### src/nmea_sb_pkg.sv
// Shared constants, codes and helpers for the NMEA sentence builder.
// No dependencies; imported by nmea_sentence_builder_unit.
`default_nettype none

package nmea_sb_pkg;

    // Default parameter values
    localparam int INT_BITS_DEF = 32;
    localparam int ID_CHARS_DEF = 5;

    // Configuration register layout
    localparam int ID_REG_W   = 40;
    localparam int CFG_DATA_W = ID_REG_W;
    localparam int CFG_IDX_W  = 1;

    localparam logic [CFG_IDX_W-1:0] REG_IDENT = 1'b0;
    localparam logic [CFG_IDX_W-1:0] REG_CRLF  = 1'b1;

    // Input commands
    typedef enum logic [2:0] {
        CMD_START = 3'd0,
        CMD_FIELD = 3'd1,
        CMD_BYTE  = 3'd2,
        CMD_INT   = 3'd3,
        CMD_FINAL = 3'd4
    } cmd_t;

    // Result status codes
    localparam logic [1:0] ST_OK        = 2'd0;
    localparam logic [1:0] ST_AFTER_FIN = 2'd1;
    localparam logic [1:0] ST_NO_START  = 2'd2;

    // Sentence characters
    localparam logic [7:0] CH_DOLLAR = 8'h24;
    localparam logic [7:0] CH_COMMA  = 8'h2C;
    localparam logic [7:0] CH_STAR   = 8'h2A;
    localparam logic [7:0] CH_MINUS  = 8'h2D;
    localparam logic [7:0] CH_ZERO   = 8'h30;
    localparam logic [7:0] CH_CR     = 8'h0D;
    localparam logic [7:0] CH_LF     = 8'h0A;
    localparam logic [3:0] NIB_MASK  = 4'hF;

    // Uppercase hex digit for one nibble
    function automatic logic [7:0] hex_char(input logic [3:0] nib);
        logic [7:0] c;
        if (nib < 4'd10)
            c = CH_ZERO + {4'h0, nib & NIB_MASK};
        else
            c = 8'h41 + {4'h0, nib - 4'd10};
        return c;
    endfunction

    // Decimal digits needed for values below 2**n (elaboration only)
    function automatic int dec_digits(input int n);
        longint unsigned v;
        int d;
        v = 64'd1 << n;
        d = 0;
        while (v != 0) begin
            v = v / 10;
            d = d + 1;
        end
        return d;
    endfunction

endpackage

`default_nettype wire

### src/nmea_sentence_builder_unit.sv
// Top level of the NMEA 0183 sentence builder: command sequencer, shared
// shift-add-3 binary-to-decimal unit and output register. Uses nmea_sb_pkg.
`default_nettype none

// Usage
//   Command channel (cmd_valid/cmd_ready, command, field_value): one beat per
//   command. Start, begin field, field byte, integer field, finalize.
//   Result channel (res_valid/res_ready, out_char, char_valid, run_last,
//   status): one beat per sentence character or per status-only result;
//   run_last marks the final beat caused by a command.
//   Config port (cfg_we, cfg_index, cfg_data): index 0 identifier, index 1
//   CR LF enable; write only while no command is in flight.
// Timing
//   One command is in work at a time; cmd_ready is high only when idle.
//   The first beat of an accepted command enters the output register once it is ready and that register is free.
//   Character beats leave at one per cycle while the receiver takes them.
//   Start: ID_CHARS+1 beats. Finalize: 3 or 5 beats. Field/status: 1 beat.
//   Integer field: min(INT_BITS,32) magnitude bits through the shift-add-3
//   converter (one magnitude bit per cycle), then leading zero digits are
//   stripped, keeping one, then ',' , optional '-', and the digits.
// Reset clears the sentence state, the sticky error and the output valid flag;
// identifier resets to zero and CR LF enable to one.
// A stall on res_ready holds the output register and the next pending beat.
module nmea_sentence_builder_unit #(
    parameter int INT_BITS = nmea_sb_pkg::INT_BITS_DEF,
    parameter int ID_CHARS = nmea_sb_pkg::ID_CHARS_DEF
) (
    input  wire logic                                  clk,
    input  wire logic                                  rst_n,
    // command channel
    input  wire logic                                  cmd_valid,
    output logic                                       cmd_ready,
    input  wire logic [2:0]                            command,
    input  wire logic signed [31:0]                    field_value,
    // result channel
    output logic                                       res_valid,
    input  wire logic                                  res_ready,
    output logic [7:0]                                 out_char,
    output logic                                       char_valid,
    output logic                                       run_last,
    output logic [1:0]                                 status,
    // configuration
    input  wire logic                                  cfg_we,
    input  wire logic [nmea_sb_pkg::CFG_IDX_W-1:0]     cfg_index,
    input  wire logic [nmea_sb_pkg::CFG_DATA_W-1:0]    cfg_data
);

    import nmea_sb_pkg::*;

    // Effective integer width and digit budget
    localparam int NB    = (INT_BITS < 32) ? INT_BITS : 32;
    localparam int ND    = dec_digits(NB);
    localparam int BCD_W = 4 * ND;
    localparam int IDW   = 8 * ID_CHARS;
    localparam int CMAX0 = (NB > ND) ? NB : ND;
    localparam int CMAX1 = (CMAX0 > ID_CHARS) ? CMAX0 : ID_CHARS;
    localparam int CMAX  = (CMAX1 > 4) ? CMAX1 : 4;
    localparam int CNT_W = $clog2(CMAX + 1);

    typedef enum logic [8:0] {
        S_IDLE  = 9'b000000001,
        S_ONE   = 9'b000000010,
        S_ID    = 9'b000000100,
        S_FIN   = 9'b000001000,
        S_CONV  = 9'b000010000,
        S_SKIP  = 9'b000100000,
        S_COMMA = 9'b001000000,
        S_MINUS = 9'b010000000,
        S_DIG   = 9'b100000000
    } state_t;

    // Sequencer and sentence state
    state_t                 state_reg, state_next;
    logic [CNT_W-1:0]       cnt_reg, cnt_next;
    logic [7:0]             xor_reg, xor_next;
    logic                   open_reg, open_next;
    logic                   closed_reg, closed_next;
    logic [1:0]             err_reg, err_next;

    // Configuration
    logic [ID_REG_W-1:0]    ident_reg;
    logic                   crlf_reg;

    // Work registers
    logic [IDW-1:0]         id_sr_reg, id_sr_next;
    logic [7:0]             ch_reg, ch_next;
    logic                   one_cv_reg, one_cv_next;
    logic [1:0]             one_st_reg, one_st_next;
    logic                   one_xor_reg, one_xor_next;
    logic [NB-1:0]          mag_reg, mag_next;
    logic [BCD_W-1:0]       bcd_reg, bcd_next;
    logic                   neg_reg, neg_next;

    // Output register
    logic                   res_valid_reg;
    logic [7:0]             out_char_reg;
    logic                   char_valid_reg;
    logic                   run_last_reg;
    logic [1:0]             status_reg;

    // Beat request from the sequencer
    logic                   emit_en;
    logic [7:0]             emit_char;
    logic                   emit_cv;
    logic                   emit_last;
    logic [1:0]             emit_st;
    logic                   emit_xor;
    logic                   can_load;
    logic                   emit_fire;

    // Shared converter datapath
    logic [BCD_W-1:0]       bcd_adj;
    logic [3:0]             top_digit;
    logic [NB-1:0]          int_val;

    assign cmd_ready = (state_reg == S_IDLE);
    assign can_load  = !res_valid_reg || res_ready;
    assign emit_fire = emit_en && can_load;
    assign top_digit = bcd_reg[BCD_W-1 -: 4];
    assign int_val   = field_value[NB-1:0];

    // Add 3 to every BCD digit of five or more before the shift
    always_comb
    begin
        for (int d = 0; d < ND; d++)
        begin
            if (bcd_reg[4*d +: 4] >= 4'd5)
                bcd_adj[4*d +: 4] = bcd_reg[4*d +: 4] + 4'd3;
            else
                bcd_adj[4*d +: 4] = bcd_reg[4*d +: 4];
        end
    end

    // Beat selection per state
    always_comb
    begin
        emit_en   = 1'b0;
        emit_char = 8'h00;
        emit_cv   = 1'b1;
        emit_last = 1'b0;
        emit_st   = ST_OK;
        emit_xor  = 1'b0;
        unique case (state_reg)
            S_ONE:
            begin
                emit_en   = 1'b1;
                emit_char = ch_reg;
                emit_cv   = one_cv_reg;
                emit_last = 1'b1;
                emit_st   = one_st_reg;
                emit_xor  = one_xor_reg;
            end
            S_ID:
            begin
                emit_en   = 1'b1;
                emit_char = (cnt_reg == '0) ? CH_DOLLAR : id_sr_reg[IDW-1 -: 8];
                emit_xor  = (cnt_reg != '0);
                emit_last = (cnt_reg == CNT_W'(ID_CHARS));
            end
            S_FIN:
            begin
                emit_en = 1'b1;
                case (cnt_reg)
                    CNT_W'(0): emit_char = CH_STAR;
                    CNT_W'(1): emit_char = hex_char(xor_reg[7:4]);
                    CNT_W'(2): emit_char = hex_char(xor_reg[3:0]);
                    CNT_W'(3): emit_char = CH_CR;
                    default:   emit_char = CH_LF;
                endcase
                emit_last = ((cnt_reg == CNT_W'(2)) && !crlf_reg)
                          || (cnt_reg == CNT_W'(4));
            end
            S_COMMA:
            begin
                emit_en   = 1'b1;
                emit_char = CH_COMMA;
                emit_xor  = 1'b1;
            end
            S_MINUS:
            begin
                emit_en   = 1'b1;
                emit_char = CH_MINUS;
                emit_xor  = 1'b1;
            end
            S_DIG:
            begin
                emit_en   = 1'b1;
                emit_char = CH_ZERO + {4'h0, top_digit};
                emit_xor  = 1'b1;
                emit_last = (cnt_reg == CNT_W'(1));
            end
            default:
            begin
                emit_en = 1'b0;
            end
        endcase
    end

    // Sequencer
    always_comb
    begin
        state_next   = state_reg;
        cnt_next     = cnt_reg;
        xor_next     = xor_reg;
        open_next    = open_reg;
        closed_next  = closed_reg;
        err_next     = err_reg;
        id_sr_next   = id_sr_reg;
        ch_next      = ch_reg;
        one_cv_next  = one_cv_reg;
        one_st_next  = one_st_reg;
        one_xor_next = one_xor_reg;
        mag_next     = mag_reg;
        bcd_next     = bcd_reg;
        neg_next     = neg_reg;

        if (emit_fire && emit_xor)
            xor_next = xor_reg ^ emit_char;

        unique case (state_reg)
            S_IDLE:
            begin
                if (cmd_valid)
                begin
                    // Default outcome: one status-only beat with the sticky error
                    state_next   = S_ONE;
                    ch_next      = 8'h00;
                    one_cv_next  = 1'b0;
                    one_st_next  = err_reg;
                    one_xor_next = 1'b0;
                    if (cmd_t'(command) == CMD_START)
                    begin
                        err_next    = ST_OK;
                        open_next   = 1'b1;
                        closed_next = 1'b0;
                        xor_next    = 8'h00;
                        id_sr_next  = IDW'(ident_reg);
                        cnt_next    = '0;
                        state_next  = S_ID;
                    end
                    else if (command > CMD_FINAL || err_reg != ST_OK)
                    begin
                        state_next = S_ONE;
                    end
                    else if (cmd_t'(command) == CMD_FINAL)
                    begin
                        if (!open_reg)
                        begin
                            err_next    = ST_NO_START;
                            one_st_next = ST_NO_START;
                        end
                        else if (closed_reg)
                        begin
                            one_st_next = ST_OK;
                        end
                        else
                        begin
                            closed_next = 1'b1;
                            cnt_next    = '0;
                            state_next  = S_FIN;
                        end
                    end
                    else if (closed_reg)
                    begin
                        err_next    = ST_AFTER_FIN;
                        one_st_next = ST_AFTER_FIN;
                    end
                    else if (!open_reg)
                    begin
                        err_next    = ST_NO_START;
                        one_st_next = ST_NO_START;
                    end
                    else if (cmd_t'(command) == CMD_FIELD)
                    begin
                        ch_next      = CH_COMMA;
                        one_cv_next  = 1'b1;
                        one_st_next  = ST_OK;
                        one_xor_next = 1'b1;
                    end
                    else if (cmd_t'(command) == CMD_BYTE)
                    begin
                        ch_next      = field_value[7:0];
                        one_cv_next  = 1'b1;
                        one_st_next  = ST_OK;
                        one_xor_next = 1'b1;
                    end
                    else
                    begin
                        // Integer: take the magnitude and feed the converter
                        neg_next   = int_val[NB-1];
                        mag_next   = int_val[NB-1] ? NB'(~int_val + NB'(1)) : int_val;
                        bcd_next   = '0;
                        cnt_next   = '0;
                        state_next = S_CONV;
                    end
                end
            end
            S_ONE:
            begin
                if (emit_fire)
                    state_next = S_IDLE;
            end
            S_ID:
            begin
                if (emit_fire)
                begin
                    if (cnt_reg != '0)
                        id_sr_next = id_sr_reg << 8;
                    cnt_next = cnt_reg + CNT_W'(1);
                    if (emit_last)
                        state_next = S_IDLE;
                end
            end
            S_FIN:
            begin
                if (emit_fire)
                begin
                    cnt_next = cnt_reg + CNT_W'(1);
                    if (emit_last)
                        state_next = S_IDLE;
                end
            end
            S_CONV:
            begin
                // One magnitude bit per cycle into the BCD register
                {bcd_next, mag_next} = {bcd_adj, mag_reg} << 1;
                cnt_next = cnt_reg + CNT_W'(1);
                if (cnt_reg == CNT_W'(NB - 1))
                begin
                    cnt_next   = CNT_W'(ND);
                    state_next = S_SKIP;
                end
            end
            S_SKIP:
            begin
                // Drop leading zero digits, keep at least one
                if (top_digit == 4'd0 && cnt_reg > CNT_W'(1))
                begin
                    bcd_next = bcd_reg << 4;
                    cnt_next = cnt_reg - CNT_W'(1);
                end
                else
                begin
                    state_next = S_COMMA;
                end
            end
            S_COMMA:
            begin
                if (emit_fire)
                    state_next = neg_reg ? S_MINUS : S_DIG;
            end
            S_MINUS:
            begin
                if (emit_fire)
                    state_next = S_DIG;
            end
            S_DIG:
            begin
                if (emit_fire)
                begin
                    bcd_next = bcd_reg << 4;
                    cnt_next = cnt_reg - CNT_W'(1);
                    if (emit_last)
                        state_next = S_IDLE;
                end
            end
            default:
            begin
                state_next = S_IDLE;
            end
        endcase
    end

    // Control state
    always_ff @(posedge clk or negedge rst_n)
    begin
        if (!rst_n)
        begin
            state_reg     <= S_IDLE;
            cnt_reg       <= '0;
            xor_reg       <= 8'h00;
            open_reg      <= 1'b0;
            closed_reg    <= 1'b0;
            err_reg       <= ST_OK;
            ident_reg     <= '0;
            crlf_reg      <= 1'b1;
            res_valid_reg <= 1'b0;
        end
        else
        begin
            state_reg  <= state_next;
            cnt_reg    <= cnt_next;
            xor_reg    <= xor_next;
            open_reg   <= open_next;
            closed_reg <= closed_next;
            err_reg    <= err_next;
            if (cfg_we)
            begin
                unique case (cfg_index)
                    REG_IDENT: ident_reg <= cfg_data[ID_REG_W-1:0];
                    REG_CRLF:  crlf_reg  <= cfg_data[0];
                    default:   crlf_reg  <= crlf_reg;
                endcase
            end
            if (emit_fire)
                res_valid_reg <= 1'b1;
            else if (res_ready)
                res_valid_reg <= 1'b0;
        end
    end

    // Payload registers
    always_ff @(posedge clk)
    begin
        id_sr_reg   <= id_sr_next;
        ch_reg      <= ch_next;
        one_cv_reg  <= one_cv_next;
        one_st_reg  <= one_st_next;
        one_xor_reg <= one_xor_next;
        mag_reg     <= mag_next;
        bcd_reg     <= bcd_next;
        neg_reg     <= neg_next;
        if (emit_fire)
        begin
            out_char_reg   <= emit_cv ? emit_char : 8'h00;
            char_valid_reg <= emit_cv;
            run_last_reg   <= emit_last;
            status_reg     <= emit_st;
        end
    end

    assign res_valid  = res_valid_reg;
    assign out_char   = out_char_reg;
    assign char_valid = char_valid_reg;
    assign run_last   = run_last_reg;
    assign status     = status_reg;

    // Checks
    a_state_onehot: assert property (@(posedge clk) disable iff (!rst_n)
        $onehot(state_reg))
        else $error("sequencer state not one-hot");

    a_status_beat_last: assert property (@(posedge clk) disable iff (!rst_n)
        res_valid && !char_valid |-> run_last)
        else $error("status-only beat not marked last");

    a_char_status_ok: assert property (@(posedge clk) disable iff (!rst_n)
        res_valid && char_valid |-> status == ST_OK)
        else $error("character beat carries nonzero status");

    a_busy_after_accept: assert property (@(posedge clk) disable iff (!rst_n)
        cmd_valid && cmd_ready |=> !cmd_ready)
        else $error("command accepted while previous one in work");

endmodule

`default_nettype wire

### config.mk
export PLATFORM = sky130hd
export DESIGN_NAME = nmea_sentence_builder_unit
export DESIGN_NICKNAME = d
export VERILOG_FILES = /design/src/nmea_sb_pkg.sv /design/src/nmea_sentence_builder_unit.sv
export SDC_FILE = /design/constraint.sdc
export NUM_CORES = 1
export LEC_CHECK = 0
export BUFFER_PORTS_ARGS = -buffer_cell sky130_fd_sc_hd__buf_4
export CORE_ASPECT_RATIO = 1.2
export CORE_MARGIN = 3
export CORE_UTILIZATION = 30
export DETAILED_ROUTE_END_ITERATION = 8
export PLACE_DENSITY = 0.53
export RECOVER_POWER = 100
export SETUP_SLACK_MARGIN = 0.5
export SYNTH_ARGS = -nofsm -noshare
export SYNTH_HDL_FRONTEND = slang
export SYNTH_SLANG_ARGS = --single-unit
### constraint.sdc
create_clock -name clk -period 6.7 [get_ports clk]
set_input_delay 0.67 -clock clk [delete_from_list [all_inputs] [get_ports clk]]
set_output_delay 0.67 -clock clk [all_outputs]
set_load 0.01 [all_outputs]
==> flow_summary.json, run 1 <==
{
  "reg2reg_slack_ps": 2010,
  "maxSlewViolCount": 310,
  "rows": 76,
  "wirelength_mm": 26.17,
  "final_cell_mix": "edfxtp_1 (136), a21oi_1 (84), nand2_1 (80)",
  "cts.sinks": 205,
  "critPathMaxStageDelay_ps": 1570,
  "antenna_found_initial": 0,
  "dominantRegCellSynth": "edfxtp_1",
  "dr.pass1.iters": 5,
  "hold_violations": 0,
  "postLayoutSetupSlackWorst_ps": 2012,
  "cap_violations": 7,
  "finClkSkew_ps": 21.35,
  "slew_headroom_pct": -156.0,
  "numPortBuffers": 94,
  "vdd_drop_max_mv": 0.1726,
  "synth_seq_area_share_pct": 51.97,
  "violations": "max-capacitance violations, max-slew violations",
  "antenna-diode-count": 0,
  "hp-class": "in -> reg",
  "ios": 95,
  "drtIter0Drc": 579,
  "period_share_pct": 69.97,
  "synth.top_cell.area_share_pct": 36.51,
  "viasPerCell": 5.084,
  "dieHeight_um": 217.5,
  "sequentialPowerShare_pct": 44.4,
  "power_density_nw_per_um2": 331.0,
  "rsz0062_at_grt": "no",
  "power_frac_comb_pct": 28.1,
  "coreArea_sq_um": 36320,
  "cts-resized-gates": 0,
  "dp_slack_ps": 3186,
  "syn_avg_cell_area_sq_um": 10.81,
  "ys_seq_elements": 205,
  "critPathRequiredTime_ps": 6840,
  "p_switching_w": 0.001418,
  "cts_tree": "done",
  "whs_ps": 375.6,
  "path_buf_inv": 1,
  "grt_max_degree": 70,
  "vias": 8094,
  "grt_pass1_vias": 8211,
  "critPathKind": "reg -> reg",
  "tightest_slew_ps": 3841,
  "synthTopCellsByArea": "edfxtp_1 (37%), dfrtp_1 (15%), mux2_2 (7.8%)",
  "post_drt_wl_per_cell_um": 16.44,
  "synth-edff-count": 136,
  "intPower_w": 0.002848,
  "cellLeakagePower_nw": 4.735,
  "route.detailed.drc": 0,
  "p_sw_share_pct": 33.24,
  "clockBufferDepth": 3,
  "cts.hold.buffers_added": 0,
  "cp_slowest_cell": "clkbuf_1",
  "synth_nets": 1148,
  "nets": 1222,
  "clk_pin_slew_ps": 60,
  "synth_cells": 1035,
  "async_flop_share_pct": 33.66,
  "cts-root-buf": "clkbuf_16",
  "hpwl_mm": 18.19,
  "layout-drive-gt1-share_pct": 17.53,
  "ant_nets": 0,
  "p_clk_share_pct": 27.5,
  "synthesis.area_sq_um": 11190,
  "yosys_warnings": 0,
  "synth_cell_types": 71,
  "die_w_um": 182.3,
  "worstSetupEndpointType": "flip-flop",
  "fin_crit_ps": 4688,
  "place.gp.congestion": 0.9136,
  "fmax_ghz": 0.2133,
  "setup_viol": 0,
  "cp_data_arrival_time_ps": 4830,
  "crit_fanout": 43,
  "start_kind": "flip-flop",
  "synth_largest_area_cell": "edfxtp_1",
  "tns_ps": 0,
  "clk_latency_ps": 520,
  "status": "finished with violations",
  "numCtsBuffers": 23,
  "path_delay_family": "simple AND/OR/NAND/NOR gates",
  "die_area_sq_um": 39650,
  "cts_setup_buffers": 0,
  "area_delta_synth_final_pct": 15.19,
  "track_usage_pct": 12.99,
  "gr-total-overflow": 0,
  "final_common_cell": "edfxtp_1",
  "htreeDepth": 1,
  "start_util_pct": 30.79,
  "path_cells": "or4_1 > nor3_4 > clkbuf_1 > and2_0 > nand2_1 > nand2_2",
  "grt_pass1_wl_mm": 42.76
}
[cells in the mapped netlist, drive strengths merged (8+ instances only)]
master and number:
nor2 64, nand2 81, nor3 24, dfrtp 67, o31ai 16, edfxtp 136
and2 8, nand3 19, nand2b 14, or4 8, clkbuf 36, o21ai 79
xnor2 14, nor2b 28, xor2 33, o22ai 21, ha 32, inv 41
a211oi 9, a21oi 84, buf 15, mux2 77, nor3b 17
[routing by layer]
layer | global-route usage [%] | share of wire (%)
met1 | 15.67 | 42
met2 | 23.46 | 50
met3 | 2.052 | 4.1
met4 | 4.521 | 3.0
met5 | 0 | 0
[worst register-to-register path, cell delays in order (launching register included)]
cell	delay [ps]
dfrtp_1	490
or4_1	790
nor3_4	230
clkbuf_1	1570
and2_0	420
nand2_1	100
nand2_2	700
[worst paths after layout]
kind	start	end	depth (start not counted)
hold reg to reg	ident_reg[24]	ident_reg[24]	1
setup reg to reg	state_reg[5]	id_sr_reg[23]	6
min in group asynchronous	rst_n	ident_reg[2]	1
hold / removal	cmd_valid	state_reg[0]	2
setup / recovery	state_reg[5]	id_sr_reg[23]	6
max in group asynchronous	rst_n	state_reg[7]	1
[area by class of cell]
cell class | count | area, sq um
clock buffers | 34 | 626.9
clock inverters | 6 | 57.56
fillers | 3667 | 23440
inverters | 41 | 153.9
multi-input cells | 738 | 4984
flip-flops and latches | 205 | 5813
well taps | 468 | 585.6
repair buffers | 100 | 664.4
[cells by family (layout without fill, tap and decap cells)]
logic type               after synthesis  count (layout)  share of synthesized area [%]
AO/OA/AOI/OAI                        265             265                          14.40
flip-flops                           205             205                          51.97
adder cells (fa/ha/maj)               32              32                          3.579
multiplexers                          81              81                          8.110
XOR/XNOR                              47              47                          3.680
AND/OR/NAND/NOR                      313             313                          14.94
buffers and inverters                 92             181                          3.322
[power groups by stage]
stage | Sequential (W) | Combinational, W | Clock [W]
floorplan | 0.00184 | 0.000916 | 0
global placement | 0.00191 | 0.00122 | 0
detailed placement | 0.00191 | 0.00123 | 0
CTS | 0.00189 | 0.00124 | 0.00122
global route | 0.00194 | 0.00136 | 0.00126
finish | 0.00189 | 0.00120 | 0.00117
[through the flow]
step	power (W)	utilization [%]	std cells	cell area, sq um
after floorplan	0.002756	-	1035	11190
after global placement	0.003128	33.95	1552	12330
after detailed placement	0.003145	33.95	1552	12330
after CTS	0.004348	35.83	1592	13020
after global routing	0.004553	35.47	1592	12880
final	0.004265	35.47	1592	12880
No activity file was read; power rests on OpenSTA's default activity.
==> run 2: changes to the inputs <==
--- a/config.mk
+++ b/config.mk
@@ -10,7 +10,7 @@
 export CORE_MARGIN = 3
 export CORE_UTILIZATION = 30
 export DETAILED_ROUTE_END_ITERATION = 8
-export PLACE_DENSITY = 0.53
+export PLACE_DENSITY = 0.54
 export RECOVER_POWER = 100
 export SETUP_SLACK_MARGIN = 0.5
 export SYNTH_ARGS = -nofsm -noshare
==> constraint.sdc (replaced) <==
create_clock -name clk -period 3.8 [get_ports clk]
set_input_delay 0.38 -clock clk [delete_from_list [all_inputs] [get_ports clk]]
set_output_delay 0.38 -clock clk [all_outputs]
set_load 0.01 [all_outputs]
==> run 2 against run 1 <==
  * The run still ends with max-capacitance violations, max-slew violations left
  * Sequential share of layout area fell by 0.41 points
  * Utilization rose by 0.32 points
  * Final area rose by 0.91%
  * Die area did not move
  * Sequential cell count did not move
  * Global-route usage rose by 0.11 points
  * Clock skew barely moved
  * Sequential power rose by 77%
  * Combinational power rose by 78%
  * First-iteration DRC count fell by 5.9%
  * Largest power group unchanged
==> flow_summary.json, run 2 (synthesis results as in run 1) <==
{
  "hp-class": "in -> reg",
  "cellLeakagePower_nw": 4.817,
  "dp_slack_ps": 882.4,
  "worstSetupEndpointType": "flip-flop",
  "ios": 95,
  "maxSlewViolCount": 111,
  "htreeDepth": 1,
  "fin_area_sq_um": 13000,
  "area_delta_synth_final_pct": 16.24,
  "tightest_slew_ps": 1996,
  "clockBufferDepth": 3,
  "cts_setup_buffers": 0,
  "finClkSkew_ps": 21.41,
  "power_density_nw_per_um2": 587.4,
  "tns_ps": 0,
  "cap_violations": 2,
  "numCtsBuffers": 23,
  "place.gp.congestion": 0.9207,
  "viasPerCell": 5.051,
  "hpwl_mm": 18.74,
  "fillers": 3637,
  "crit_fanout": 40,
  "reg2reg_slack_ps": 550,
  "critPathRequiredTime_ps": 3960,
  "setup_viol": 0,
  "cts-root-buf": "clkbuf_16",
  "vdd_drop_max_mv": 0.3456,
  "critPathKind": "reg -> reg",
  "track_usage_pct": 13.10,
  "start_kind": "flip-flop",
  "cts.sinks": 205,
  "post_drt_wl_per_cell_um": 16.65,
  "clk_pin_slew_ps": 60,
  "fin_crit_ps": 3248,
  "period_share_pct": 85.48,
  "grt_pass1_vias": 8110,
  "final_cell_mix": "edfxtp_1 (136), buf_4 (86), a21oi_1 (84)",
  "cp_data_arrival_time_ps": 3410,
  "fmax_ghz": 0.3079,
  "rows": 76,
  "cts_tree": "done",
  "drtIter0Drc": 545,
  "postLayoutSetupSlackWorst_ps": 551.9,
  "nets": 1230,
  "wirelength_mm": 26.65,
  "layout-drive-gt1-share_pct": 19.15,
  "slew_headroom_pct": -33.64,
  "grt_max_degree": 70,
  "antenna_found_initial": 0,
  "die_area_sq_um": 39650,
  "p_total_w": 0.007638,
  "regArea_sq_um": 5813,
  "status": "finished with violations",
  "hold_violations": 0,
  "place_area_sq_um": 12400,
  "final_common_cell": "edfxtp_1",
  "vias": 8086,
  "rsz0062_at_grt": "no",
  "die_w_um": 182.3,
  "cts.hold.buffers_added": 0,
  "ant_nets": 0,
  "gr-total-overflow": 0,
  "cts-resized-gates": 0,
  "clk_latency_ps": 530,
  "violations": "max-capacitance violations, max-slew violations",
  "dr.pass1.iters": 5,
  "grt_pass1_wl_mm": 42.85,
  "route.detailed.drc": 0,
  "dieHeight_um": 217.5,
  "antenna-diode-count": 0,
  "multi_input_comb_area_sq_um": 5000,
  "coreArea_sq_um": 36320,
  "start_util_pct": 30.79,
  "numPortBuffers": 94
}
[run 2: changes by cell type in the layout (fill, tap and decap cells not counted), sizes merged]
cell      delta
buf         +10
clkbuf       -4
bufinv       +1
clkinvlp     +1
inv          +1
[run 2: worst max-delay path, stage by stage, from the launching register on]
cell and delay, ps:
dfrtp_1 490, or4_1 760, nor2_1 190, nand3_1 210, inv_1 270, nand3_1 300
nand2_2 130, clkbuf_4 500
[run 2: stage by stage]
stage               cells  utilization, %  hold WS [ps]
floorplan            1035               -         84.41
global placement     1560           34.15         486.5
detailed placement   1560           34.15         488.8
CTS                  1601           36.11         35.40
global route         1601           35.80         70.58
finish               1601           35.80         85.11
[run 2: layout make-up]
| class | count | area share, % |
|---|---|---|
| Timing Repair Buffer | 108 | 5.668 |
| Tap cell | 468 | 4.503 |
| Inverter | 41 | 1.184 |
| Sequential cell | 205 | 44.71 |
| Multi-Input combinational cell | 738 | 38.45 |
| Clock buffer | 32 | 4.686 |
| Clock inverter | 9 | 0.7987 |
[run 2: routing by layer]
| metal | GRT usage (%) | vias to the layer above | part of all wire, % |
|---|---|---|---|
| met2 | 23.26 | 154 | 51 |
| li1 | - | 3996 | - |
| met1 | 16.19 | 3895 | 43 |
| met3 | 2.336 | 41 | 4.0 |
| met5 | 0 | - | 0 |
| met4 | 4.013 | 0 | 2.6 |
[run 2: worst paths after layout]
path	startpoint	endpoint	depth (start not counted)
min in group asynchronous	rst_n	err_reg[0]	1
min	cfg_data[30]	ident_reg[30]	2
max in group asynchronous	rst_n	xor_reg[6]	1
max	state_reg[5]	id_sr_reg[8]	7
max reg2reg	state_reg[5]	id_sr_reg[8]	7
min reg2reg	ident_reg[3]	ident_reg[3]	1
[run 2: power by group]
group	internal, W	switching (W)
Clock	0.00126	0.000905
Sequential	0.00294	0.000396
Combinational	0.000879	0.00126
==> run 3: changes to the inputs <==
--- a/config.mk
+++ b/config.mk
@@ -9,6 +9,7 @@
 export CORE_ASPECT_RATIO = 1.2
 export CORE_MARGIN = 3
 export CORE_UTILIZATION = 30
+export CTS_BUF_LIST = sky130_fd_sc_hd__clkbuf_4 sky130_fd_sc_hd__clkbuf_8
 export DETAILED_ROUTE_END_ITERATION = 8
 export PLACE_DENSITY = 0.54
 export RECOVER_POWER = 100
==> run 3 against run 2 <==
  * The flow still finishes with violations (max-capacitance violations, max-slew violations)
  * Fmax shrank 0.37%
  * Clock skew rose by 13 ps
  * Worst setup slack got worse by 12 ps
  * Highest routed layer unchanged
==> flow_summary.json, run 3 (synthesis results as in run 1) <==
{
  "rr_startpoint": "state_reg[5]",
  "tns_ps": 0,
  "power_density_nw_per_um2": 581.5,
  "crit_fanout": 40,
  "ant_nets": 0,
  "antenna-diode-count": 0,
  "setup_viol": 0,
  "start_util_pct": 30.79,
  "ff2ff_path_depth": 7,
  "grt_max_degree": 70,
  "r2r_end": "id_sr_reg[6]",
  "worstSetupEndpointType": "flip-flop",
  "route.detailed.drc": 0,
  "nets": 1243,
  "rows": 76,
  "track_usage_pct": 13.24,
  "crit_path_start": "state_reg[5]",
  "wirelength_mm": 26.76,
  "path_common_cell": "nand3_1",
  "fin_crit_ps": 3260,
  "grt_pass1_vias": 8226,
  "critPathMaxStageDelay_ps": 760,
  "drtIter0Drc": 463,
  "clk_latency_ps": 530,
  "post_drt_wl_per_cell_um": 16.47,
  "layout-drive-gt1-share_pct": 21.18,
  "vias": 8230,
  "period_share_pct": 85.80,
  "ios": 95,
  "dp.cells": 1560,
  "finClkSkew_ps": 34.79,
  "hold_violations": 0,
  "dieHeight_um": 217.5,
  "fmax_ghz": 0.3067,
  "reg2reg_slack_ps": 540,
  "viasPerCell": 5.065,
  "critPathRequiredTime_ps": 3960,
  "path_delay_family": "simple AND/OR/NAND/NOR gates",
  "critPathKind": "reg -> reg",
  "rsz0062_at_grt": "no",
  "vdd_drop_max_mv": 0.2567,
  "die_area_sq_um": 39650,
  "holdPathStages": 2,
  "cts.sinks": 205,
  "area_delta_synth_final_pct": 16.50,
  "status": "finished with violations",
  "maxSlewViolCount": 111,
  "start_kind": "flip-flop",
  "die_w_um": 182.3,
  "path_cells": "or4_1 > nor2_1 > nand3_1 > inv_1 > nand3_1 > nand2_2 > clkbuf_4",
  "hp-class": "in -> reg",
  "slew_headroom_pct": -131.3,
  "violations": "max-capacitance violations, max-slew violations",
  "cts-root-buf": "clkbuf_8",
  "cellLeakagePower_nw": 4.862,
  "place.gp.congestion": 0.9207,
  "htreeDepth": 2,
  "cap_violations": 2,
  "cp_data_arrival_time_ps": 3420,
  "hpwl_mm": 18.74,
  "cts-resized-gates": 0,
  "layout.cells.non_filler": 1625,
  "cts_tree": "done",
  "gr-total-overflow": 0,
  "tightest_slew_ps": 3463,
  "dr.pass1.iters": 5,
  "crit_end": "id_sr_reg[6]",
  "path_depth": 7,
  "path_buf_inv": 2,
  "clk_pin_slew_ps": 70,
  "grt_pass1_wl_mm": 43.20,
  "cp_slowest_cell": "or4_1",
  "cts.hold.buffers_added": 0,
  "coreArea_sq_um": 36320,
  "numPortBuffers": 94,
  "numCtsBuffers": 36,
  "clockBufferDepth": 3,
  "final_cell_mix": "edfxtp_1 (136), buf_4 (86), a21oi_1 (84)",
  "cts_setup_buffers": 0,
  "antenna_found_initial": 0,
  "final_common_cell": "edfxtp_1"
}
-- run 3: area by class of cell --
cell class | count | area [sq um]
clock buffer | 53 | 635.6
clock inverter | 12 | 108.9
fill | 3666 | 23290
inverter | 41 | 153.9
multi-input combinational | 738 | 4997
sequential | 205 | 5813
tap | 468 | 585.6
timing repair buffer | 108 | 737.0
-- run 3: worst reg2reg max path: stages (launching register included) --
cell and delay, ps:
dfrtp_1 500, or4_1 760, nor2_1 190, nand3_1 210, inv_1 270, nand3_1 290, nand2_2 130, clkbuf_4 510
-- run 3: metal layers --
| metal | vias up | global-route usage (%) | share of wire [%] |
|---|---|---|---|
| met2 | 176 | 22.95 | 50 |
| met1 | 3963 | 16.27 | 43 |
| li1 | 4029 | - | - |
| met4 | 0 | 5.105 | 3.1 |
| met3 | 62 | 2.569 | 4.3 |
| met5 | - | 0 | 0 |
-- run 3: per-stage QoR --
| stage | utilization [%] | total power (W) | hold slack [ps] | cell area (sq um) | worst slack (ps) |
|---|---|---|---|---|---|
| 3_5_place_dp | 34.15 | 0.005566 | 488.8 | 12400 | 882.4 |
| 5_1_grt | 35.87 | 0.008142 | 55.10 | 13030 | 360.5 |
| 2_1_floorplan | - | 0.004855 | 84.41 | 11200 | 698.7 |
| 4_1_cts | 36.20 | 0.007739 | 18.83 | 13150 | 793.5 |
| 3_3_place_gp | 34.15 | 0.005530 | 486.5 | 12400 | 948.2 |
| 6_report | 35.87 | 0.007578 | 84.13 | 13030 | 539.7 |
-- run 3: where the power goes --
part	switching [W]	internal [W]	leakage, nW
clock	0.000895	0.00121	0.390
combinational	0.00126	0.000881	2.36
sequential	0.000394	0.00294	2.11
-- run 3: how the worst min path moves through the flow --
| stage | startpoint | slack (ps) | endpoint |
|---|---|---|---|
| floorplan | rst_n | 80 | closed_reg |
| global placement | ident_reg[0] | 490 | ident_reg[0] |
| detailed placement | ident_reg[0] | 490 | ident_reg[0] |
| CTS | rst_n | 20 | cnt_reg[4] |
| global route | cfg_data[27] | 60 | ident_reg[27] |
| finish | cfg_data[35] | 80 | ident_reg[35] |
